$ cat src/rtl/rcls_pkg.sv
package rcls_pkg;

    // fixed field widths
    localparam int LETTER_W      = 5;
    localparam int TABLE_W       = 3;
    localparam int CMD_W         = 2;
    localparam int CFG_IDX_W     = 2;
    localparam int CFG_DATA_W    = 5;
    localparam int MOD_IDX_W     = 7;
    localparam int MOD_LUT_DEPTH = 2 ** MOD_IDX_W;

    // default alphabet and pipeline shape
    localparam int ALPHABET_SIZE_DEF = 26;
    localparam int NUM_TABLES        = 5;
    localparam int NUM_INV_TABLES    = 4;
    localparam int NUM_STAGES        = NUM_TABLES + NUM_INV_TABLES;

    // command codes
    typedef enum logic [CMD_W-1:0] {
        CMD_WRITE  = 2'd0,
        CMD_START  = 2'd1,
        CMD_CIPHER = 2'd2,
        CMD_NONE   = 2'd3
    } t_cmd;

    // wiring table codes
    typedef enum logic [TABLE_W-1:0] {
        TBL_PLUG   = 3'd0,
        TBL_FAST   = 3'd1,
        TBL_MIDDLE = 3'd2,
        TBL_SLOW   = 3'd3,
        TBL_REFL   = 3'd4
    } t_table;

    // configuration register indexes
    typedef enum logic [CFG_IDX_W-1:0] {
        REG_FAST_START   = 2'd0,
        REG_MIDDLE_START = 2'd1,
        REG_SLOW_OFFSET  = 2'd2,
        REG_REFL_OFFSET  = 2'd3
    } t_cfg_reg;

    // one beat travelling down the lookup pipeline
    typedef struct packed {
        logic                valid;
        logic                cipher;
        logic                write;
        logic [TABLE_W-1:0]  sel;
        logic [LETTER_W-1:0] idx;
        logic [LETTER_W-1:0] val;
        logic [LETTER_W-1:0] fast_off;
        logic [LETTER_W-1:0] middle_off;
    } t_item;

    typedef logic [MOD_LUT_DEPTH-1:0][LETTER_W-1:0] t_mod_lut;

    // reduction table: entry i holds i mod a, built at elaboration
    function automatic t_mod_lut build_mod_lut(input int a);
        t_mod_lut lut;
        int       v;
        for (int i = 0; i < MOD_LUT_DEPTH; i++) begin
            v = i;
            for (int j = 0; j < MOD_LUT_DEPTH; j++) begin
                if (v >= a) begin
                    v = v - a;
                end
            end
            lut[i] = LETTER_W'(v);
        end
        return lut;
    endfunction

    // rotor offset that belongs to each pipeline stage
    function automatic logic [LETTER_W-1:0] stage_offset(
        input int                  stage,
        input logic [LETTER_W-1:0] fast_off,
        input logic [LETTER_W-1:0] middle_off,
        input logic [LETTER_W-1:0] slow_off,
        input logic [LETTER_W-1:0] refl_off
    );
        logic [LETTER_W-1:0] off;
        case (stage) inside
            1, 7:    off = fast_off;
            2, 6:    off = middle_off;
            3, 5:    off = slow_off;
            4:       off = refl_off;
            default: off = '0;
        endcase
        return off;
    endfunction

endpackage

$ cat src/rtl/rotor_cipher_letter_step.sv
// Rotor letter cipher. Letters are 0 to ALPHABET_SIZE-1. A command-0 beat writes one
// wiring entry (plugboard, fast, middle, slow rotor or reflector; the first four also
// fill their inverse), command 1 restarts the rotor counts, command 2 ciphers a letter
// and yields one letter_out beat; other beats yield nothing. The nine lookups run in a
// nine-stage pipeline, each stage owning a small synchronous memory with its own copy
// of one table, so one beat is taken every cycle while o_stall is low; wiring writes
// travel the same pipeline and so stay in order with letters. The whole pipeline holds
// while a finished letter waits under stall. The user must see that configuration
// registers are written only while no beat is in flight; the block does not enforce it.
module rotor_cipher_letter_step #(
    parameter int ALPHABET_SIZE = rcls_pkg::ALPHABET_SIZE_DEF
) (
    input  logic                            i_clk,
    input  logic                            i_rst_n,
    input  logic                            i_cfg_we,
    input  logic [rcls_pkg::CFG_IDX_W-1:0]  i_cfg_index,
    input  logic [rcls_pkg::CFG_DATA_W-1:0] i_cfg_data,
    input  logic                            i_valid,
    output logic                            o_stall,
    input  logic [rcls_pkg::CMD_W-1:0]      i_command,
    input  logic [rcls_pkg::TABLE_W-1:0]    i_table_select,
    input  logic [rcls_pkg::LETTER_W-1:0]   i_table_index,
    input  logic [rcls_pkg::LETTER_W-1:0]   i_table_value,
    input  logic [rcls_pkg::LETTER_W-1:0]   i_letter_in,
    output logic                            o_valid,
    input  logic                            i_stall,
    output logic [rcls_pkg::LETTER_W-1:0]   o_letter_out
);
    import rcls_pkg::*;

    localparam t_mod_lut MOD_LUT = build_mod_lut(ALPHABET_SIZE);

    logic [CFG_DATA_W-1:0] r_fast_start, r_middle_start, r_slow_offset, r_refl_offset;
    logic [LETTER_W-1:0]   r_fast_count, r_middle_count;
    logic [LETTER_W-1:0]   n_fast_count, n_middle_count;
    logic                  r_out_valid;
    logic [LETTER_W-1:0]   r_letter_out;

    logic                  adv;
    logic                  accept;
    logic                  write_ok;
    logic                  fast_wrap;
    logic [LETTER_W-1:0]   fast_start_m, middle_start_m, slow_m, refl_m;
    t_item                 entry;

    t_item                 stg_item   [NUM_STAGES];
    logic [LETTER_W-1:0]   stg_letter [NUM_STAGES];
    logic [LETTER_W-1:0]   stg_off    [NUM_STAGES];

    // configuration registers
    always_ff @(posedge i_clk) begin
        if (!i_rst_n) begin
            r_fast_start   <= '0;
            r_middle_start <= '0;
            r_slow_offset  <= '0;
            r_refl_offset  <= '0;
        end else if (i_cfg_we) begin
            unique case (t_cfg_reg'(i_cfg_index))
                REG_FAST_START:   r_fast_start   <= i_cfg_data;
                REG_MIDDLE_START: r_middle_start <= i_cfg_data;
                REG_SLOW_OFFSET:  r_slow_offset  <= i_cfg_data;
                REG_REFL_OFFSET:  r_refl_offset  <= i_cfg_data;
                default: ;
            endcase
        end
    end

    // offsets reduced into the alphabet
    assign fast_start_m   = MOD_LUT[MOD_IDX_W'(r_fast_start)];
    assign middle_start_m = MOD_LUT[MOD_IDX_W'(r_middle_start)];
    assign slow_m         = MOD_LUT[MOD_IDX_W'(r_slow_offset)];
    assign refl_m         = MOD_LUT[MOD_IDX_W'(r_refl_offset)];

    // pipeline moves whenever the output register is free or drained
    assign adv     = !r_out_valid || !i_stall;
    assign o_stall = !adv;
    assign accept  = i_valid && adv;

    // entry beat
    assign write_ok = (t_cmd'(i_command) == CMD_WRITE)
                   && (i_table_select <= TABLE_W'(TBL_REFL))
                   && (MOD_IDX_W'(i_table_index) < MOD_IDX_W'(ALPHABET_SIZE))
                   && (MOD_IDX_W'(i_table_value) < MOD_IDX_W'(ALPHABET_SIZE));

    always_comb begin
        entry            = '0;
        entry.cipher     = (t_cmd'(i_command) == CMD_CIPHER);
        entry.write      = write_ok;
        entry.valid      = accept && (entry.cipher || write_ok);
        entry.sel        = i_table_select;
        entry.idx        = i_table_index;
        entry.val        = i_table_value;
        entry.fast_off   = MOD_LUT[MOD_IDX_W'(fast_start_m) + MOD_IDX_W'(r_fast_count)];
        entry.middle_off = MOD_LUT[MOD_IDX_W'(middle_start_m) + MOD_IDX_W'(r_middle_count)];
    end

    // rotor stepping
    assign fast_wrap = (MOD_IDX_W'(r_fast_count) + MOD_IDX_W'(1))
                    >= MOD_IDX_W'(ALPHABET_SIZE);

    always_comb begin
        n_fast_count   = r_fast_count;
        n_middle_count = r_middle_count;
        if (accept) begin
            unique case (t_cmd'(i_command))
                CMD_START: begin
                    n_fast_count   = '0;
                    n_middle_count = '0;
                end
                CMD_CIPHER: begin
                    if (fast_wrap) begin
                        n_fast_count = '0;
                        if ((MOD_IDX_W'(r_middle_count) + MOD_IDX_W'(1))
                                >= MOD_IDX_W'(ALPHABET_SIZE)) begin
                            n_middle_count = '0;
                        end else begin
                            n_middle_count = r_middle_count + LETTER_W'(1);
                        end
                    end else begin
                        n_fast_count = r_fast_count + LETTER_W'(1);
                    end
                end
                default: ;
            endcase
        end
    end

    always_ff @(posedge i_clk) begin
        if (!i_rst_n) begin
            r_fast_count   <= '0;
            r_middle_count <= '0;
        end else begin
            r_fast_count   <= n_fast_count;
            r_middle_count <= n_middle_count;
        end
    end

    // nine lookup stages
    for (genvar k = 0; k < NUM_STAGES; k++) begin : g_stage
        t_item               up_item;
        logic [LETTER_W-1:0] up_letter;
        logic [LETTER_W-1:0] up_off;

        if (k == 0) begin : g_first
            assign up_item   = entry;
            assign up_letter = i_letter_in;
            assign up_off    = '0;
        end else begin : g_next
            assign up_item   = stg_item[k-1];
            assign up_letter = stg_letter[k-1];
            assign up_off    = stg_off[k-1];
        end

        rcls_stage #(
            .ALPHABET_SIZE (ALPHABET_SIZE),
            .STAGE         (k)
        ) u_stage (
            .i_clk      (i_clk),
            .i_rst_n    (i_rst_n),
            .i_adv      (adv),
            .i_item     (up_item),
            .i_letter   (up_letter),
            .i_prev_off (up_off),
            .i_slow_off (slow_m),
            .i_refl_off (refl_m),
            .o_item     (stg_item[k]),
            .o_letter   (stg_letter[k]),
            .o_off      (stg_off[k])
        );
    end

    // output register; last stage has offset zero so the lookup is the letter
    always_ff @(posedge i_clk) begin
        if (!i_rst_n) begin
            r_out_valid <= 1'b0;
        end else if (adv) begin
            r_out_valid <= stg_item[NUM_STAGES-1].valid && stg_item[NUM_STAGES-1].cipher;
        end
    end

    always_ff @(posedge i_clk) begin
        if (adv) begin
            r_letter_out <= stg_letter[NUM_STAGES-1];
        end
    end

    assign o_valid      = r_out_valid;
    assign o_letter_out = r_letter_out;

endmodule

$ cat src/rtl/rcls_ram.sv
module rcls_ram #(
    parameter int WIDTH = 5,
    parameter int DEPTH = 26
) (
    input  logic                     i_clk,
    input  logic                     i_we,
    input  logic [$clog2(DEPTH)-1:0] i_waddr,
    input  logic [WIDTH-1:0]         i_wdata,
    input  logic                     i_re,
    input  logic [$clog2(DEPTH)-1:0] i_raddr,
    output logic [WIDTH-1:0]         o_rdata
);

    logic [WIDTH-1:0] r_mem [DEPTH];
    logic [WIDTH-1:0] r_rdata;

    // write port
    always_ff @(posedge i_clk) begin
        if (i_we) begin
            r_mem[i_waddr] <= i_wdata;
        end
    end

    // registered read, held while not enabled
    always_ff @(posedge i_clk) begin
        if (i_re) begin
            r_rdata <= r_mem[i_raddr];
        end
    end

    assign o_rdata = r_rdata;

endmodule

$ cat src/rtl/rcls_stage.sv
module rcls_stage #(
    parameter int ALPHABET_SIZE = rcls_pkg::ALPHABET_SIZE_DEF,
    parameter int STAGE         = 0
) (
    input  logic                          i_clk,
    input  logic                          i_rst_n,
    input  logic                          i_adv,
    input  rcls_pkg::t_item               i_item,
    input  logic [rcls_pkg::LETTER_W-1:0] i_letter,
    input  logic [rcls_pkg::LETTER_W-1:0] i_prev_off,
    input  logic [rcls_pkg::LETTER_W-1:0] i_slow_off,
    input  logic [rcls_pkg::LETTER_W-1:0] i_refl_off,
    output rcls_pkg::t_item               o_item,
    output logic [rcls_pkg::LETTER_W-1:0] o_letter,
    output logic [rcls_pkg::LETTER_W-1:0] o_off
);
    import rcls_pkg::*;

    localparam int       AW      = $clog2(ALPHABET_SIZE);
    localparam bit       INVERSE = (STAGE >= NUM_TABLES);
    localparam int       TBL     = INVERSE ? (NUM_STAGES - 1 - STAGE) : STAGE;
    localparam t_mod_lut MOD_LUT = build_mod_lut(ALPHABET_SIZE);

    t_item                 r_item;
    logic [LETTER_W-1:0]   next_off;
    logic [MOD_IDX_W-1:0]  raw_idx;
    logic [AW-1:0]         raddr;
    logic                  we;
    logic [AW-1:0]         waddr;
    logic [LETTER_W-1:0]   wdata;

    // undo the previous offset, apply this stage's offset, reduce
    assign next_off = stage_offset(STAGE, i_item.fast_off, i_item.middle_off,
                                   i_slow_off, i_refl_off);
    assign raw_idx  = MOD_IDX_W'(i_letter) + MOD_IDX_W'(ALPHABET_SIZE)
                    - MOD_IDX_W'(i_prev_off) + MOD_IDX_W'(next_off);
    assign raddr    = MOD_LUT[raw_idx][AW-1:0];

    // wiring write as the beat passes this stage; inverse swaps index and value
    assign we    = i_adv && i_item.valid && i_item.write
                && (i_item.sel == TABLE_W'(TBL));
    assign waddr = INVERSE ? i_item.val[AW-1:0] : i_item.idx[AW-1:0];
    assign wdata = INVERSE ? i_item.idx : i_item.val;

    rcls_ram #(
        .WIDTH (LETTER_W),
        .DEPTH (ALPHABET_SIZE)
    ) u_ram (
        .i_clk   (i_clk),
        .i_we    (we),
        .i_waddr (waddr),
        .i_wdata (wdata),
        .i_re    (i_adv),
        .i_raddr (raddr),
        .o_rdata (o_letter)
    );

    // beat register alongside the memory read
    always_ff @(posedge i_clk) begin
        if (!i_rst_n) begin
            r_item <= '0;
        end else if (i_adv) begin
            r_item <= i_item;
        end
    end

    assign o_item = r_item;
    assign o_off  = stage_offset(STAGE, r_item.fast_off, r_item.middle_off,
                                 i_slow_off, i_refl_off);

endmodule

$ cat config.mk
export PLATFORM = sky130hd
export DESIGN_NAME = rotor_cipher_letter_step
export DESIGN_NICKNAME = d
export VERILOG_FILES = /design/src/rtl/rcls_pkg.sv /design/src/rtl/rotor_cipher_letter_step.sv /design/src/rtl/rcls_ram.sv /design/src/rtl/rcls_stage.sv
export SDC_FILE = /design/constraint.sdc
export NUM_CORES = 2
export LEC_CHECK = 0
export BUFFER_PORTS_ARGS = -buffer_cell sky130_fd_sc_hd__buf_2
export CAP_MARGIN = 15
export CORE_MARGIN = 2
export CORE_UTILIZATION = 45
export DETAILED_ROUTE_END_ITERATION = 10
export RECOVER_POWER = 50
export SKIP_CTS_REPAIR_TIMING = 1
export SLEW_MARGIN = 20
export SYNTH_ARGS = -nofsm -noshare
export SYNTH_HDL_FRONTEND = slang
export SYNTH_SLANG_ARGS = --single-unit
$ cat constraint.sdc
create_clock -name i_clk -period 13.3 [get_ports i_clk]
set_input_delay 0.665 -clock i_clk [delete_from_list [all_inputs] [get_ports i_clk]]
set_output_delay 0.665 -clock i_clk [all_outputs]
set_load 0.01 [all_outputs]
==> Flow_metrics.wiki <==
{| class="wikitable"
! Metric !! Value
|-
| Worst Path Arrival || 8.24 ns
|-
| FFs w/ async S/R, synth || 0
|-
| Clock sinks || roughly 1.5k
|-
| Final ANT Viol Nets || 0
|-
| Number of flops mapped to enable cells by yosys || about 1.2k
|-
| Core region area || approximately 150,000 µm²
|-
| Clock latency at the later pin of the worst-skew pair || 0.77 ns
|-
| Routed vias || around 40k
|-
| Ranking of synthesized cells by area || sky130_fd_sc_hd__edfxtp_1, sky130_fd_sc_hd__dfxtp_1, sky130_fd_sc_hd__mux4_2
|-
| Flip-flop cell with the highest count after synthesis || sky130_fd_sc_hd__edfxtp_1
|-
| Clk buf depth || 3
|-
| Sequential fraction of the synthesis area || 0.631
|-
| Root Buffer Master || sky130_fd_sc_hd__clkbuf_16
|-
| Kind of cell adding the most delay to the critical path || buffers and inverters
|-
| Pin count of the biggest net entering global routing || between 100 and 150
|-
| Number of maximum-capacitance constraint violations || 5
|-
| GPL Wtd Cong || about 0.84
|-
| Area share of the largest cell type after synthesis || 0.554
|-
| TritonCTS clock tree || built
|-
| Synth area leader || sky130_fd_sc_hd__edfxtp_1
|-
| Total area of sequential cells || ~42,000 µm²
|-
| YS warnings || 0
|-
| Syn Nets || 5,104
|-
| Final hold violation count || 0
|-
| First-pass GRT wire length || about 230,000 µm
|-
| Cell row count || 140
|-
| DRT Pass-1 Iters || 6
|-
| Placed wire-length estimate after detailed placement || around 96,000 µm
|-
| Violated checks || max-capacitance violations, max-slew violations
|-
| Max FO, Critical Path || between 100 and 150
|-
| Initial detailed-routing violation count || around 3.1k
|-
| Share of final-layout standard cells stronger than drive strength 1 || 0.126
|-
| Layout Skew || ~0.036 ns
|-
| Via density || about 5.7
|-
| Horizontal die dimension || between 300 and 400 µm
|-
| Setup ws final || around 5.7 ns
|-
| Area occupied by multi-input gates || between 20,000 and 25,000 µm²
|-
| Cell with the largest stage delay on the worst path || sky130_fd_sc_hd__clkinvlp_2
|-
| Startpoint class of the critical path || input port
|-
| Number of antenna violations at the first check in global routing || 0
|-
| Clock-pin slew on the worst setup and hold paths || roughly 0.06 ns
|-
| Count of final setup violators || 0
|-
| CP Data Required Time || 13.92 ns
|-
| DRC viols || 0
|-
| Synthesized cell area || roughly 66,000 µm²
|-
| Number of buffer and inverter instances along the worst setup path || 3
|-
| Initial Utilization || 0.454
|-
| Endpoint kind of the worst setup timing path || flip-flop
|-
| Most common cell on crit path || sky130_fd_sc_hd__clkbuf_1
|-
| Library cells used by synthesis || around 110
|-
| Total of buffers placed on input and output ports || 38
|-
| Fmax || 0.131 GHz
|-
| Num ports || 39
|-
| Normalized max-slew margin || -2.27
|-
| Status || finished with violations
|-
| Total wire length after detailed routing || between 100,000 and 150,000 µm
|-
| Residual overflow from global routing || 0
|-
| Synthesized area per cell || 13.5 µm²
|-
| Overall die height || 387 µm
|-
| Category of the most critical setup path || in2reg
|-
| Final instance count without filler cells || 6,966
|-
| Chain of cells forming the critical path || clkbuf_1 -> clkinvlp_2 -> clkbuf_1 -> a311oi_1
|-
| Signed area change from the synthesized netlist to the final layout || 10.8%
|-
| Pre-CTS setup slack || between 7 and 8 ns
|-
| Min-delay worst type || in2reg
|-
| Flip-flop and latch count after synthesis || around 1.5k
|-
| Final Cycle Share || 0.573
|-
| CTS buffer count || about 160
|-
| Sum Neg Setup Slack || 0 ns
|-
| Layout Nets || 5,126
|-
| Via count of the first global-routing pass || a little under 40k
|-
| Filler cells || ~12k
|-
| CTS H-tree lvls || 4
|-
| Number of cells produced by synthesis || between 4k and 5k
|-
| Routed len/inst || ~21 µm
|-
| Actual transition at the worst max-transition pin || roughly 4.9 ns
|-
| Floorplan die area || ~150,000 µm²
|-
| Slack of the worst reg-to-reg path || ~6.7 ns
|-
| Tot GR Track Use || 0.195
|-
| Count of placed standard cells including taps || between 6k and 7k
|-
| Final critical path time including I/O delays and setup || roughly 7.6 ns
|-
| Count of inserted antenna diode cells || 0
|-
| Setup repair after global routing missed its margin || no
|-
| Final-report max-slew violation count || 364
|-
| Peak per-stage delay on the critical path || approximately 3.9 ns
|}
==> layer usage <==
metal	vias to the layer above	routed length (µm)	GRT usage
li1	18700	-	-
met3	191	6670	0.0271
met2	915	71900	0.323
met4	0	2870	0.0509
met5	-	0	0
met1	19800	66400	0.272
==> stage by stage <==
step,hold WS [ns],area (µm²),utilization
final,0.172,73300,0.503
after global routing,0.140,73300,0.503
after CTS,0.106,73400,0.503
after detailed placement,0.405,68300,0.468
after global placement,0.401,68300,0.468
after floorplan,0.400,66200,-
==> flip-flops by register name (all words and copies together) (netlist names) <==
register	cells
o_valid	1
r_fast_count	5
fast_start_m	5
r_fast_start	5
g_stage.u_stage.i_refl_off	5
r_refl_offset	5
middle_start_m	5
r_slow_offset	5
g_stage.u_stage.o_off	20
g_stage.u_stage.o_item	185
r_middle_count	5
g_stage.u_stage.u_ram.r_mem	1170
r_middle_start	5
g_stage.u_stage.i_slow_off	5
o_letter_out	5
g_stage.u_stage.u_ram.o_rdata	45
==> synthesized netlist by cell type, types with 16 or more instances <==
library cell,n
sky130_fd_sc_hd__o21ai_1,16
sky130_fd_sc_hd__xor2_1,25
sky130_fd_sc_hd__nand2_1,577
sky130_fd_sc_hd__o22ai_1,37
sky130_fd_sc_hd__nand3_1,71
sky130_fd_sc_hd__mux4_2,199
sky130_fd_sc_hd__mux2_2,57
sky130_fd_sc_hd__o21a_1,21
sky130_fd_sc_hd__or2_2,23
sky130_fd_sc_hd__o211ai_1,57
sky130_fd_sc_hd__nor2_1,412
sky130_fd_sc_hd__inv_1,130
sky130_fd_sc_hd__xnor2_1,33
sky130_fd_sc_hd__dfxtp_1,256
sky130_fd_sc_hd__a21o_1,27
sky130_fd_sc_hd__fa_1,34
sky130_fd_sc_hd__o31ai_1,16
sky130_fd_sc_hd__a22oi_1,46
sky130_fd_sc_hd__ha_1,138
sky130_fd_sc_hd__edfxtp_1,1220
sky130_fd_sc_hd__nand3b_1,23
sky130_fd_sc_hd__o21ai_0,109
sky130_fd_sc_hd__nand2b_1,54
sky130_fd_sc_hd__nor3_1,60
sky130_fd_sc_hd__clkbuf_1,145
sky130_fd_sc_hd__a31oi_1,18
sky130_fd_sc_hd__a21oi_1,368
sky130_fd_sc_hd__nor2b_1,49
sky130_fd_sc_hd__a211oi_1,47
sky130_fd_sc_hd__and2_1,19
sky130_fd_sc_hd__mux2i_1,212
sky130_fd_sc_hd__buf_2,40
==> layout by cell type (no fill, tap or decap), drive strengths merged, types with 57 or more instances in the layout <==
cell type,count
mux2i,213
ha,138
nand2,577
a21oi,368
nor2,415
clkbuf,230
inv,138
nand3,71
dfxtp,256
o21ai,125
mux4,199
edfxtp,1220
o211ai,57
buf,62
mux2,64
nor3,62
==> final timing paths <==
kind | cells past startpoint | end | from
hold / removal | 3 | g_stage[0].u_stage.o_item[21] | i_table_select[1]
setup reg to reg | 7 | g_stage[7].u_stage.u_ram.r_mem[21][0] | o_valid
hold reg to reg | 0 | o_letter_out[0] | g_stage[8].u_stage.u_ram.o_rdata[0]
setup / recovery | 4 | g_stage[0].u_stage.o_item[2] | i_rst_n
==> cell type report <==
cell class / instances / area share
Tap cell: 1917 / 0.0327
Inverter: 133 / 0.00693
Timing Repair Buffer: 82 / 0.00652
Clock buffer: 210 / 0.0584
Sequential cell: 1476 / 0.569
Clock inverter: 75 / 0.0113
Multi-Input combinational cell: 3073 / 0.315
==> cell families (layout without fill, tap and decap cells) <==
family          Yosys count  in the layout  synth area share
compound gates          964            964            0.0953
xor+xnor                 59             59           0.00802
fa+ha+maj               174            174            0.0367
buf+inv                 351            500            0.0221
flops                  1476           1476             0.631
mux                     476            476             0.111
simple gates           1400           1400            0.0956
==> worst reg2reg max path: stages (launching register included) <==
cell and delay [ns]:
sky130_fd_sc_hd__dfxtp_1 0.36, sky130_fd_sc_hd__nand2_1 0.95, sky130_fd_sc_hd__clkbuf_1 2.27, sky130_fd_sc_hd__buf_4 0.98, sky130_fd_sc_hd__nand3_1 0.21, sky130_fd_sc_hd__nor3_1 0.55, sky130_fd_sc_hd__nand4b_1 0.35, sky130_fd_sc_hd__nor2_1 0.56
Power is left out: the tool's default activity adds up to more than one toggle a clock period on the data nets, which glitch-free logic cannot reach.
